===== src/design/spam_pkg.sv =====
// ---------------------------------------------------------------------------
// spam_pkg
// Types and fixed field widths of the sparse polynomial add/multiply core.
// ---------------------------------------------------------------------------
`default_nettype none

package spam_pkg;

	// Field widths of the term and result items
	localparam int COEFF_W   = 16;
	localparam int ACC_W     = 32;
	localparam int IN_EXP_W  = 4;
	localparam int OUT_EXP_W = 5;

	// Operand select codes
	localparam logic POLY_FIRST  = 1'b0;
	localparam logic POLY_SECOND = 1'b1;

	// Result kind codes
	localparam logic KIND_SUM     = 1'b0;
	localparam logic KIND_PRODUCT = 1'b1;

	// Sequencer states
	typedef enum logic [3:0] {
		S_IDLE,
		S_LOAD,
		S_SUM_RD,
		S_SUM_CHK,
		S_PROD_RD,
		S_PROD_MUL,
		S_PROD_WR,
		S_EMIT_RD,
		S_EMIT_CHK,
		S_EMIT_FIN
	} state_t;

endpackage

`default_nettype wire


===== src/design/spam_if.sv =====
// ---------------------------------------------------------------------------
// spam_term_if / spam_result_if
// Valid/ready channels for incoming polynomial terms and emitted result terms.
// ---------------------------------------------------------------------------
`default_nettype none

interface spam_term_if;
	import spam_pkg::*;

	logic                       valid;
	logic                       ready;
	logic                       poly_select;
	logic signed [COEFF_W-1:0]  coeff;
	logic [IN_EXP_W-1:0]        exponent;
	logic                       last_term;

	modport source (output valid, output poly_select, output coeff, output exponent,
		output last_term, input ready);
	modport sink (input valid, input poly_select, input coeff, input exponent,
		input last_term, output ready);
endinterface

interface spam_result_if;
	import spam_pkg::*;

	logic                       valid;
	logic                       ready;
	logic                       result_kind;
	logic signed [ACC_W-1:0]    term_coeff;
	logic [OUT_EXP_W-1:0]       term_exponent;
	logic                       end_of_run;

	modport source (output valid, output result_kind, output term_coeff,
		output term_exponent, output end_of_run, input ready);
	modport sink (input valid, input result_kind, input term_coeff,
		input term_exponent, input end_of_run, output ready);
endinterface

`default_nettype wire


===== src/design/spam_ram.sv =====
// ---------------------------------------------------------------------------
// spam_ram
// Generic single-write, single-read RAM with a registered read port.
// ---------------------------------------------------------------------------
`default_nettype none

module spam_ram #(
	parameter int WIDTH = 32,
	parameter int DEPTH = 16
) (
	input  wire logic                     clk,
	input  wire logic                     wen,
	input  wire logic [$clog2(DEPTH)-1:0] waddr,
	input  wire logic [WIDTH-1:0]         wdata,
	input  wire logic                     ren,
	input  wire logic [$clog2(DEPTH)-1:0] raddr,
	output logic      [WIDTH-1:0]         rdata
);

	logic [WIDTH-1:0] mem [DEPTH];

	// Write port and registered read port
	always_ff @(posedge clk) begin
		if (wen) begin
			mem[waddr] <= wdata;
		end
		if (ren) begin
			rdata <= mem[raddr];
		end
	end

endmodule

`default_nettype wire


===== src/design/spam_store.sv =====
// ---------------------------------------------------------------------------
// spam_store
// Coefficient store: a RAM plus one valid bit per entry, so that an entry
// never written since reset or the last clear reads as zero.
// ---------------------------------------------------------------------------
`default_nettype none

module spam_store #(
	parameter int WIDTH = 32,
	parameter int DEPTH = 16
) (
	input  wire logic                     clk,
	input  wire logic                     arst_n,
	input  wire logic                     clear,
	input  wire logic                     wen,
	input  wire logic [$clog2(DEPTH)-1:0] waddr,
	input  wire logic [WIDTH-1:0]         wdata,
	input  wire logic                     ren,
	input  wire logic [$clog2(DEPTH)-1:0] raddr,
	output logic      [WIDTH-1:0]         rdata
);

	logic [DEPTH-1:0] valid_q;
	logic             rvalid_q;
	logic [WIDTH-1:0] ram_rdata;

	spam_ram #(
		.WIDTH (WIDTH),
		.DEPTH (DEPTH)
	) u_ram (
		.clk   (clk),
		.wen   (wen),
		.waddr (waddr),
		.wdata (wdata),
		.ren   (ren),
		.raddr (raddr),
		.rdata (ram_rdata)
	);

	// Track written entries; clear drops them all at once
	always_ff @(posedge clk or negedge arst_n) begin
		if (!arst_n) begin
			valid_q  <= '0;
			rvalid_q <= 1'b0;
		end else begin
			if (clear) begin
				valid_q <= '0;
			end else if (wen) begin
				valid_q[waddr] <= 1'b1;
			end
			if (ren) begin
				rvalid_q <= valid_q[raddr];
			end
		end
	end

	// Mask stale entries to zero
	assign rdata = rvalid_q ? ram_rdata : '0;

endmodule

`default_nettype wire


===== src/design/sparse_polynomial_add_multiply_core.sv =====
// ---------------------------------------------------------------------------
// sparse_polynomial_add_multiply_core
// Accumulates terms of two polynomials and emits their sum and product.
// ---------------------------------------------------------------------------
// Terms arrive on the terms channel, one item each, for the first or the
// second operand; equal exponents accumulate with 32-bit wrapping and zero
// coefficients or exponents above MAX_DEGREE are dropped. Each term item is
// read, then added and written back in the operand memory; no new item is
// taken before that write-back. On the item marked last the core emits the
// nonzero sum terms in descending exponent, then the nonzero product terms in
// descending exponent, with end_of_run on the final one; an empty sum or
// product comes out as one zero term. The closing phase runs the sum scan,
// then the product pass, where every operand pair does a read, multiply and
// write-back on the product memory, then the product scan; both scans wait
// while the results channel is stalled. Stores are cleared through per-entry
// valid bits, so there is no clearing pass after reset or between jobs.
// ---------------------------------------------------------------------------
`default_nettype none

module sparse_polynomial_add_multiply_core #(
	parameter int MAX_DEGREE = 15
) (
	input  wire logic     clk,
	input  wire logic     arst_n,
	spam_term_if.sink     terms,
	spam_result_if.source results
);
	import spam_pkg::*;

	localparam int OPER_DEPTH = MAX_DEGREE + 1;
	localparam int PROD_DEPTH = 2 * MAX_DEGREE + 1;
	localparam int OW         = $clog2(OPER_DEPTH);
	localparam int PW         = $clog2(PROD_DEPTH);
	localparam logic [OW-1:0] TOP_OPER = OW'(MAX_DEGREE);
	localparam logic [PW-1:0] TOP_PROD = PW'(PROD_DEPTH - 1);

	state_t state_q, state_d;

	// Captured term
	logic             sel_q;
	logic [ACC_W-1:0] coeff_q;
	logic [OW-1:0]    exp_q;
	logic             last_q;
	logic             take_q;

	// Sequencing
	logic [OW-1:0]    i_q, j_q;
	logic [PW-1:0]    k_q;
	logic             any_q;
	logic [ACC_W-1:0] prod_q, acc_q;
	logic             pend_valid_q;
	logic [ACC_W-1:0] pend_coeff_q;
	logic [PW-1:0]    pend_exp_q;

	// Output register
	logic                 out_valid_q;
	logic                 out_kind_q, out_eor_q;
	logic [ACC_W-1:0]     out_coeff_q;
	logic [OUT_EXP_W-1:0] out_exp_q;

	// Store ports
	logic             a_ren, b_ren, p_ren, a_wen, b_wen, p_wen, store_clear;
	logic [OW-1:0]    a_raddr, b_raddr;
	logic [PW-1:0]    p_raddr;
	logic [ACC_W-1:0] a_rdata, b_rdata, p_rdata;

	// Datapath helpers
	logic                 accept, slot_free, sum_emit, p_nz, push;
	logic [ACC_W-1:0]     sum_val, load_val, p_wdata, mul_val;
	logic [PW-1:0]        pair_k;
	logic                 out_load, out_kind_d, out_eor_d;
	logic [ACC_W-1:0]     out_coeff_d;
	logic [OUT_EXP_W-1:0] out_exp_d;

	assign accept    = terms.valid && terms.ready;
	assign slot_free = !out_valid_q || results.ready;
	assign sum_val   = a_rdata + b_rdata;
	assign sum_emit  = (sum_val != '0) || ((i_q == '0) && !any_q);
	assign p_nz      = (p_rdata != '0);
	assign push      = p_nz && pend_valid_q;
	assign load_val  = ((sel_q == POLY_SECOND) ? b_rdata : a_rdata) + coeff_q;
	assign pair_k    = PW'(i_q) + PW'(j_q);
	assign p_wdata   = acc_q + prod_q;
	assign mul_val   = a_rdata * b_rdata;

	spam_store #(.WIDTH(ACC_W), .DEPTH(OPER_DEPTH)) u_first (
		.clk (clk), .arst_n (arst_n), .clear (store_clear),
		.wen (a_wen), .waddr (exp_q), .wdata (load_val),
		.ren (a_ren), .raddr (a_raddr), .rdata (a_rdata)
	);

	spam_store #(.WIDTH(ACC_W), .DEPTH(OPER_DEPTH)) u_second (
		.clk (clk), .arst_n (arst_n), .clear (store_clear),
		.wen (b_wen), .waddr (exp_q), .wdata (load_val),
		.ren (b_ren), .raddr (b_raddr), .rdata (b_rdata)
	);

	spam_store #(.WIDTH(ACC_W), .DEPTH(PROD_DEPTH)) u_product (
		.clk (clk), .arst_n (arst_n), .clear (store_clear),
		.wen (p_wen), .waddr (pair_k), .wdata (p_wdata),
		.ren (p_ren), .raddr (p_raddr), .rdata (p_rdata)
	);

	// Next state
	always_comb begin
		state_d = state_q;
		unique case (state_q)
			S_IDLE: begin
				if (accept) state_d = S_LOAD;
			end
			S_LOAD: begin
				state_d = last_q ? S_SUM_RD : S_IDLE;
			end
			S_SUM_RD: begin
				state_d = S_SUM_CHK;
			end
			S_SUM_CHK: begin
				if (!sum_emit || slot_free) begin
					state_d = (i_q == '0) ? S_PROD_RD : S_SUM_RD;
				end
			end
			S_PROD_RD: begin
				state_d = S_PROD_MUL;
			end
			S_PROD_MUL: begin
				state_d = S_PROD_WR;
			end
			S_PROD_WR: begin
				state_d = (i_q == TOP_OPER && j_q == TOP_OPER) ? S_EMIT_RD : S_PROD_RD;
			end
			S_EMIT_RD: begin
				state_d = S_EMIT_CHK;
			end
			S_EMIT_CHK: begin
				if (!push || slot_free) begin
					state_d = (k_q == '0) ? S_EMIT_FIN : S_EMIT_RD;
				end
			end
			S_EMIT_FIN: begin
				if (slot_free) state_d = S_IDLE;
			end
			default: state_d = S_IDLE;
		endcase
	end

	// State outputs: memory strobes, addresses and output loads
	always_comb begin
		terms.ready = 1'b0;
		a_ren       = 1'b0;
		b_ren       = 1'b0;
		p_ren       = 1'b0;
		a_wen       = 1'b0;
		b_wen       = 1'b0;
		p_wen       = 1'b0;
		store_clear = 1'b0;
		a_raddr     = i_q;
		b_raddr     = i_q;
		p_raddr     = k_q;
		out_load    = 1'b0;
		out_kind_d  = KIND_SUM;
		out_coeff_d = sum_val;
		out_exp_d   = OUT_EXP_W'(i_q);
		out_eor_d   = 1'b0;
		unique case (state_q)
			S_IDLE: begin
				terms.ready = 1'b1;
				a_ren       = accept;
				b_ren       = accept;
				a_raddr     = OW'(terms.exponent);
				b_raddr     = OW'(terms.exponent);
			end
			S_LOAD: begin
				a_wen = take_q && (sel_q == POLY_FIRST);
				b_wen = take_q && (sel_q == POLY_SECOND);
			end
			S_SUM_RD: begin
				a_ren = 1'b1;
				b_ren = 1'b1;
			end
			S_SUM_CHK: begin
				out_load = sum_emit && slot_free;
			end
			S_PROD_RD: begin
				a_ren   = 1'b1;
				b_ren   = 1'b1;
				p_ren   = 1'b1;
				b_raddr = j_q;
				p_raddr = pair_k;
			end
			S_PROD_MUL: begin
			end
			S_PROD_WR: begin
				p_wen = 1'b1;
			end
			S_EMIT_RD: begin
				p_ren = 1'b1;
			end
			S_EMIT_CHK: begin
				out_load    = push && slot_free;
				out_kind_d  = KIND_PRODUCT;
				out_coeff_d = pend_coeff_q;
				out_exp_d   = OUT_EXP_W'(pend_exp_q);
			end
			S_EMIT_FIN: begin
				out_load    = slot_free;
				store_clear = slot_free;
				out_kind_d  = KIND_PRODUCT;
				out_coeff_d = pend_valid_q ? pend_coeff_q : '0;
				out_exp_d   = pend_valid_q ? OUT_EXP_W'(pend_exp_q) : '0;
				out_eor_d   = 1'b1;
			end
			default: begin
			end
		endcase
	end

	// Control registers
	always_ff @(posedge clk or negedge arst_n) begin
		if (!arst_n) begin
			state_q      <= S_IDLE;
			out_valid_q  <= 1'b0;
			any_q        <= 1'b0;
			pend_valid_q <= 1'b0;
			i_q          <= '0;
			j_q          <= '0;
			k_q          <= '0;
		end else begin
			state_q <= state_d;

			// Hold a result until it is taken
			if (out_load) begin
				out_valid_q <= 1'b1;
			end else if (results.ready) begin
				out_valid_q <= 1'b0;
			end

			// Advance the scan and pair counters
			case (state_q)
				S_LOAD: begin
					i_q   <= TOP_OPER;
					j_q   <= '0;
					any_q <= 1'b0;
				end
				S_SUM_CHK: begin
					if (out_load) any_q <= 1'b1;
					if (!sum_emit || slot_free) begin
						if (i_q != '0) i_q <= i_q - 1'b1;
					end
				end
				S_PROD_WR: begin
					if (j_q == TOP_OPER) begin
						j_q <= '0;
						i_q <= i_q + 1'b1;
					end else begin
						j_q <= j_q + 1'b1;
					end
					if (i_q == TOP_OPER && j_q == TOP_OPER) begin
						k_q          <= TOP_PROD;
						pend_valid_q <= 1'b0;
					end
				end
				S_EMIT_CHK: begin
					if (!push || slot_free) begin
						if (p_nz) pend_valid_q <= 1'b1;
						if (k_q != '0) k_q <= k_q - 1'b1;
					end
				end
				default: begin
				end
			endcase
		end
	end

	// Payload registers
	always_ff @(posedge clk) begin
		if (accept) begin
			sel_q   <= terms.poly_select;
			coeff_q <= ACC_W'(terms.coeff);
			exp_q   <= OW'(terms.exponent);
			last_q  <= terms.last_term;
			take_q  <= (terms.coeff != '0) && (int'(terms.exponent) <= MAX_DEGREE);
		end
		if (state_q == S_PROD_MUL) begin
			prod_q <= mul_val;
			acc_q  <= p_rdata;
		end
		if (state_q == S_EMIT_CHK && p_nz && (!push || slot_free)) begin
			pend_coeff_q <= p_rdata;
			pend_exp_q   <= k_q;
		end
		if (out_load) begin
			out_kind_q  <= out_kind_d;
			out_coeff_q <= out_coeff_d;
			out_exp_q   <= out_exp_d;
			out_eor_q   <= out_eor_d;
		end
	end

	// Drive the results channel
	assign results.valid         = out_valid_q;
	assign results.result_kind   = out_kind_q;
	assign results.term_coeff    = out_coeff_q;
	assign results.term_exponent = out_exp_q;
	assign results.end_of_run    = out_eor_q;

endmodule

`default_nettype wire


===== src/flat_wrapper.sv =====
// flat-port wrapper written by rule: the top's interface ports become plain ports
module sparse_polynomial_add_multiply_core_flat import spam_pkg::*;
#(
	parameter int MAX_DEGREE = 15
)
  (clk, arst_n, terms_valid, terms_poly_select, terms_coeff, terms_exponent, terms_last_term, terms_ready, results_valid, results_result_kind, results_term_coeff, results_term_exponent, results_end_of_run, results_ready);
  spam_term_if terms_i ();
  spam_result_if results_i ();
  input  wire logic clk;
  input  wire logic arst_n;
  input wire logic [$bits(terms_i.valid)-1:0] terms_valid;
  input wire logic [$bits(terms_i.poly_select)-1:0] terms_poly_select;
  input wire logic [$bits(terms_i.coeff)-1:0] terms_coeff;
  input wire logic [$bits(terms_i.exponent)-1:0] terms_exponent;
  input wire logic [$bits(terms_i.last_term)-1:0] terms_last_term;
  output wire logic [$bits(terms_i.ready)-1:0] terms_ready;
  output wire logic [$bits(results_i.valid)-1:0] results_valid;
  output wire logic [$bits(results_i.result_kind)-1:0] results_result_kind;
  output wire logic [$bits(results_i.term_coeff)-1:0] results_term_coeff;
  output wire logic [$bits(results_i.term_exponent)-1:0] results_term_exponent;
  output wire logic [$bits(results_i.end_of_run)-1:0] results_end_of_run;
  input wire logic [$bits(results_i.ready)-1:0] results_ready;
  assign terms_i.valid = terms_valid;
  assign terms_i.poly_select = terms_poly_select;
  assign terms_i.coeff = terms_coeff;
  assign terms_i.exponent = terms_exponent;
  assign terms_i.last_term = terms_last_term;
  assign terms_ready = terms_i.ready;
  assign results_valid = results_i.valid;
  assign results_result_kind = results_i.result_kind;
  assign results_term_coeff = results_i.term_coeff;
  assign results_term_exponent = results_i.term_exponent;
  assign results_end_of_run = results_i.end_of_run;
  assign results_i.ready = results_ready;
  sparse_polynomial_add_multiply_core #(.MAX_DEGREE(MAX_DEGREE)) u_core (.clk(clk), .arst_n(arst_n), .terms(terms_i), .results(results_i));
endmodule

===== config.mk =====
export PLATFORM = sky130hd
export DESIGN_NAME = sparse_polynomial_add_multiply_core_flat
export DESIGN_NICKNAME = d
export VERILOG_FILES = /design/src/design/spam_pkg.sv /design/src/design/spam_if.sv /design/src/design/spam_ram.sv /design/src/design/spam_store.sv /design/src/design/sparse_polynomial_add_multiply_core.sv /design/src/flat_wrapper.sv
export SDC_FILE = /design/constraint.sdc
export NUM_CORES = 2
export LEC_CHECK = 0
export BUFFER_PORTS_ARGS = -buffer_cell sky130_fd_sc_hd__buf_2
export CAP_MARGIN = 25
export CELL_PAD_IN_SITES_DETAIL_PLACEMENT = 0
export CELL_PAD_IN_SITES_GLOBAL_PLACEMENT = 2
export CORE_MARGIN = 4
export CORE_UTILIZATION = 52
export CTS_BUF_LIST = sky130_fd_sc_hd__clkbuf_16
export DETAILED_ROUTE_END_ITERATION = 8
export PLACE_DENSITY_LB_ADDON = 0.3
export SLEW_MARGIN = 0
export SYNTH_ARGS = -nofsm -noshare
export SYNTH_HDL_FRONTEND = slang
export SYNTH_SLANG_ARGS = --single-unit

===== constraint.sdc =====
create_clock -name clk -period 18.1 [get_ports clk]
set_clock_uncertainty 0.1 [all_clocks]
set_input_delay 1.81 -clock clk [delete_from_list [all_inputs] [get_ports clk]]
set_output_delay 1.81 -clock clk [all_outputs]
set_load 0.05 [all_outputs]

==> flow_summary.ini <==
[status]
run_status = completed

[route]
initialDrtViolationCount = 6621
post_drt_wl_per_cell_um = 29.5
routed_via_density = 6.12
route.final.wire_length_mm = 295
drt_pre_antenna_iters = 6
route.vias.total = 61200
drt_drc_violations_left = 0
antenna_left = 0

[power]
power-per-cell-area_nw_per_um2 = 133
ir_worst_vdd_uv = 219
total_leakage_power_nw = 42.9

[sta]
fmax_mhz = 111
hold-worst-slack_ns = 0.386
fin_setup_tns_ns = 0
timing.final.crit_period_ns = 9.04
setup_repair_after_global_routing_missed_its_margin = false
finalHoldViolCount = 0
timing.final.max_slew_violations = 0
setup_viol = 0
final.period_utilization = 0.500
relSlewSlack = 0.288
tightestPinTransition_ns = 1.06

[placement]
gpl.final_weighted_congestion = 0.919
dp_cells = 9552
numPortBuffers = 66
place_hpwl_mm = 184

[worst_setup_path]
cpMaxStageDelayCell = nand2_1
worstPathArrival_ns = 9.50
critPathLaunchType = register
worst_path_max_stage_delay_ns = 0.77
crit_path_end_kind = register
crit_fanout = 35
criticalPathCategory = reg -> reg
critPathRequiredTime_ns = 18.56

[global_routing]
overflow = 0
grt_pass1_wl_mm = 431
grt_antenna_before_repair = 15
globalRouteTotalUtil = 0.273
largest_net_degree_at_the_start_of_global_routing = 133
first_global_vias = 61300

[layout]
most_frequent_cells_in_the_layout = edfxtp_1, inv_1, nand2_1, mux4_2, nor2_1
syn2layout_area_growth_pct = 11.8
multi_input_comb_area_um2 = 37600
n_fill_cell = 15900
seqCellArea_um2 = 70500
stdcell_count = 9998
fin_nets = 7653
layout.cells.most_common = edfxtp_1
fin_util = 0.586
drive_gt1_frac = 0.177

[clock_network]
worst_setup_hold_path_clk_slew_ns = 0.06
post-cts-setup-buffer-count = 0
skew_pair_late_insertion_delay_ns = 0.92
cts.repair.resized = 0
cts_inserted_buffers = 232
clock_tree_from_tritoncts = yes
ctsHoldBuffers = 0
cts_num_sinks = 2361
clock_tree.htree_level_count = 4
clock_tree.buffer_depth = 3
clockRootBuffer = clkbuf_16

[floorplanning]
start_util = 0.524
chipHeight_um = 468
rows = 168
number_of_top_level_design_ports = 67
dieArea_um2 = 219000
coreArea_um2 = 210000
chipWidth_um = 468

[synth]
proportion_of_synthesized_flip_flops_having_asynchronous_set_or_reset = 0.0364
synth-warning-count = 0
synth_largest_type_area_fraction = 0.620
mappedNetlistArea_um2 = 110000
synth-edff-count = 2275
synth_area_per_cell_um2 = 16.2
synth.top_cells.by_area = edfxtp_1, mux4_2, fa_1
flop_and_latch_count_out_of_synthesis = 2361
postSynthNetCount = 7463
yosys.cell_types.count = 85
synth_top_flop_cell = edfxtp_1
synthesized_netlist_cell_count = 6800
synth_sequential_area_ratio = 0.640
synth.largest_area_cell = edfxtp_1

[job]
cap_viol_max_count = 0

[min_path]
worst_hold_path_type = reg -> reg
-- flip-flops by register name (all words and copies together), names as in the netlist, 31 cells and up --
| register | flops |
|---|---|
| u_core.acc_q | 32 |
| u_core.pend_coeff_q | 32 |
| u_core.prod_q | 32 |
| u_core.results.term_coeff | 32 |
| u_core.u_first.u_ram.mem | 512 |
| u_core.u_first.u_ram.rdata | 32 |
| u_core.u_product.u_ram.mem | 992 |
| u_core.u_product.u_ram.rdata | 32 |
| u_core.u_product.valid_q | 31 |
| u_core.u_second.u_ram.mem | 512 |
| u_core.u_second.u_ram.rdata | 32 |
-- cells by family after synthesis --
kind of cell	Yosys count	synth area share
xor+xnor	167	0.0133
compound gates	820	0.0509
buf+inv	823	0.0284
mux	613	0.112
flops	2361	0.640
simple gates	1379	0.0549
fa+ha+maj	637	0.101
-- critical path: cells and delay by family, from the launching register on --
kind | cells | cell delay, ns
xor+xnor | 1 | 0.09
simple gates | 3 | 1.02
fa+ha+maj | 10 | 3.97
buf+inv | 6 | 1.13
flops | 1 | 0.35
compound gates | 8 | 2.01
-- cell type report --
cell class	count	share of cell area
diodes	9	0.000183
clock buffers	233	0.0474
clock inverters	195	0.0135
inverters	513	0.0156
multi-input cells	3616	0.306
flip-flops and latches	2361	0.572
well taps	2805	0.0285
repair buffers	266	0.0168
-- power by group --
group / total, W / switching, W / leakage [nW] / internal, W
Clock: 0.00466 / 0.00208 / 3.83 / 0.00258
Sequential: 0.00691 / 0.000138 / 21.6 / 0.00677
Combinational: 0.00487 / 0.00319 / 17.4 / 0.00168
-- final timing paths --
path / cells past startpoint / startpoint / endpoint / slack, ns
max in group asynchronous: 2 / arst_n / u_core.u_product.valid_q[18] / 15.80
max: 28 / u_core.u_second.rvalid_q / u_core.prod_q[31] / 9.06
min reg2reg: 1 / u_core.u_first.valid_q[7] / u_core.u_first.valid_q[7] / 0.39
min in group asynchronous: 1 / arst_n / u_core.u_first.rvalid_q / 0.77
max reg2reg: 28 / u_core.u_second.rvalid_q / u_core.prod_q[31] / 9.06
min: 1 / u_core.u_first.valid_q[7] / u_core.u_first.valid_q[7] / 0.39
-- synth_stat cells, types with 7 or more instances --
master / n
edfxtp_1: 2275
nand2_1: 532
mux4_2: 495
inv_1: 491
nor2_1: 490
fa_1: 413
clkbuf_1: 234
ha_1: 224
a21oi_1: 174
a211oi_1: 172
xnor2_1: 135
o21ai_0: 116
mux2i_1: 111
o21a_1: 88
dfrtp_1: 86
nor2b_1: 86
and2_1: 80
a21o_1: 76
buf_1: 49
a31oi_1: 45
nand2b_1: 36
a311oi_1: 34
nor3_1: 33
xor2_1: 32
nand3_1: 30
buf_2: 27
and3_1: 21
a22o_1: 20
clkinv_1: 20
nor4_1: 15
nand4_1: 12
o21bai_1: 10
or3_1: 10
o31ai_1: 9
o211ai_1: 8
or2_2: 8
nand3b_1: 7
-- through the flow --
stage / power (W) / setup slack (ns) / cell area, µm²
2_1_floorplan: 0.0101 / 10.26 / 110000
3_3_place_gp: 0.0118 / 9.41 / 115000
3_5_place_dp: 0.0119 / 9.20 / 115000
4_1_cts: 0.0165 / 9.14 / 123000
5_1_grt: 0.0172 / 8.58 / 123000
6_report: 0.0164 / 9.06 / 123000
-- metal layers --
metal / routed length (µm) / global-route usage / share of wire
met1: 127000 / 0.412 / 0.43
met2: 137000 / 0.416 / 0.46
met3: 22000 / 0.0401 / 0.075
met4: 9280 / 0.0833 / 0.031
met5: 27 / 0 / 0.000092
Power figures use the tool's default switching activity.
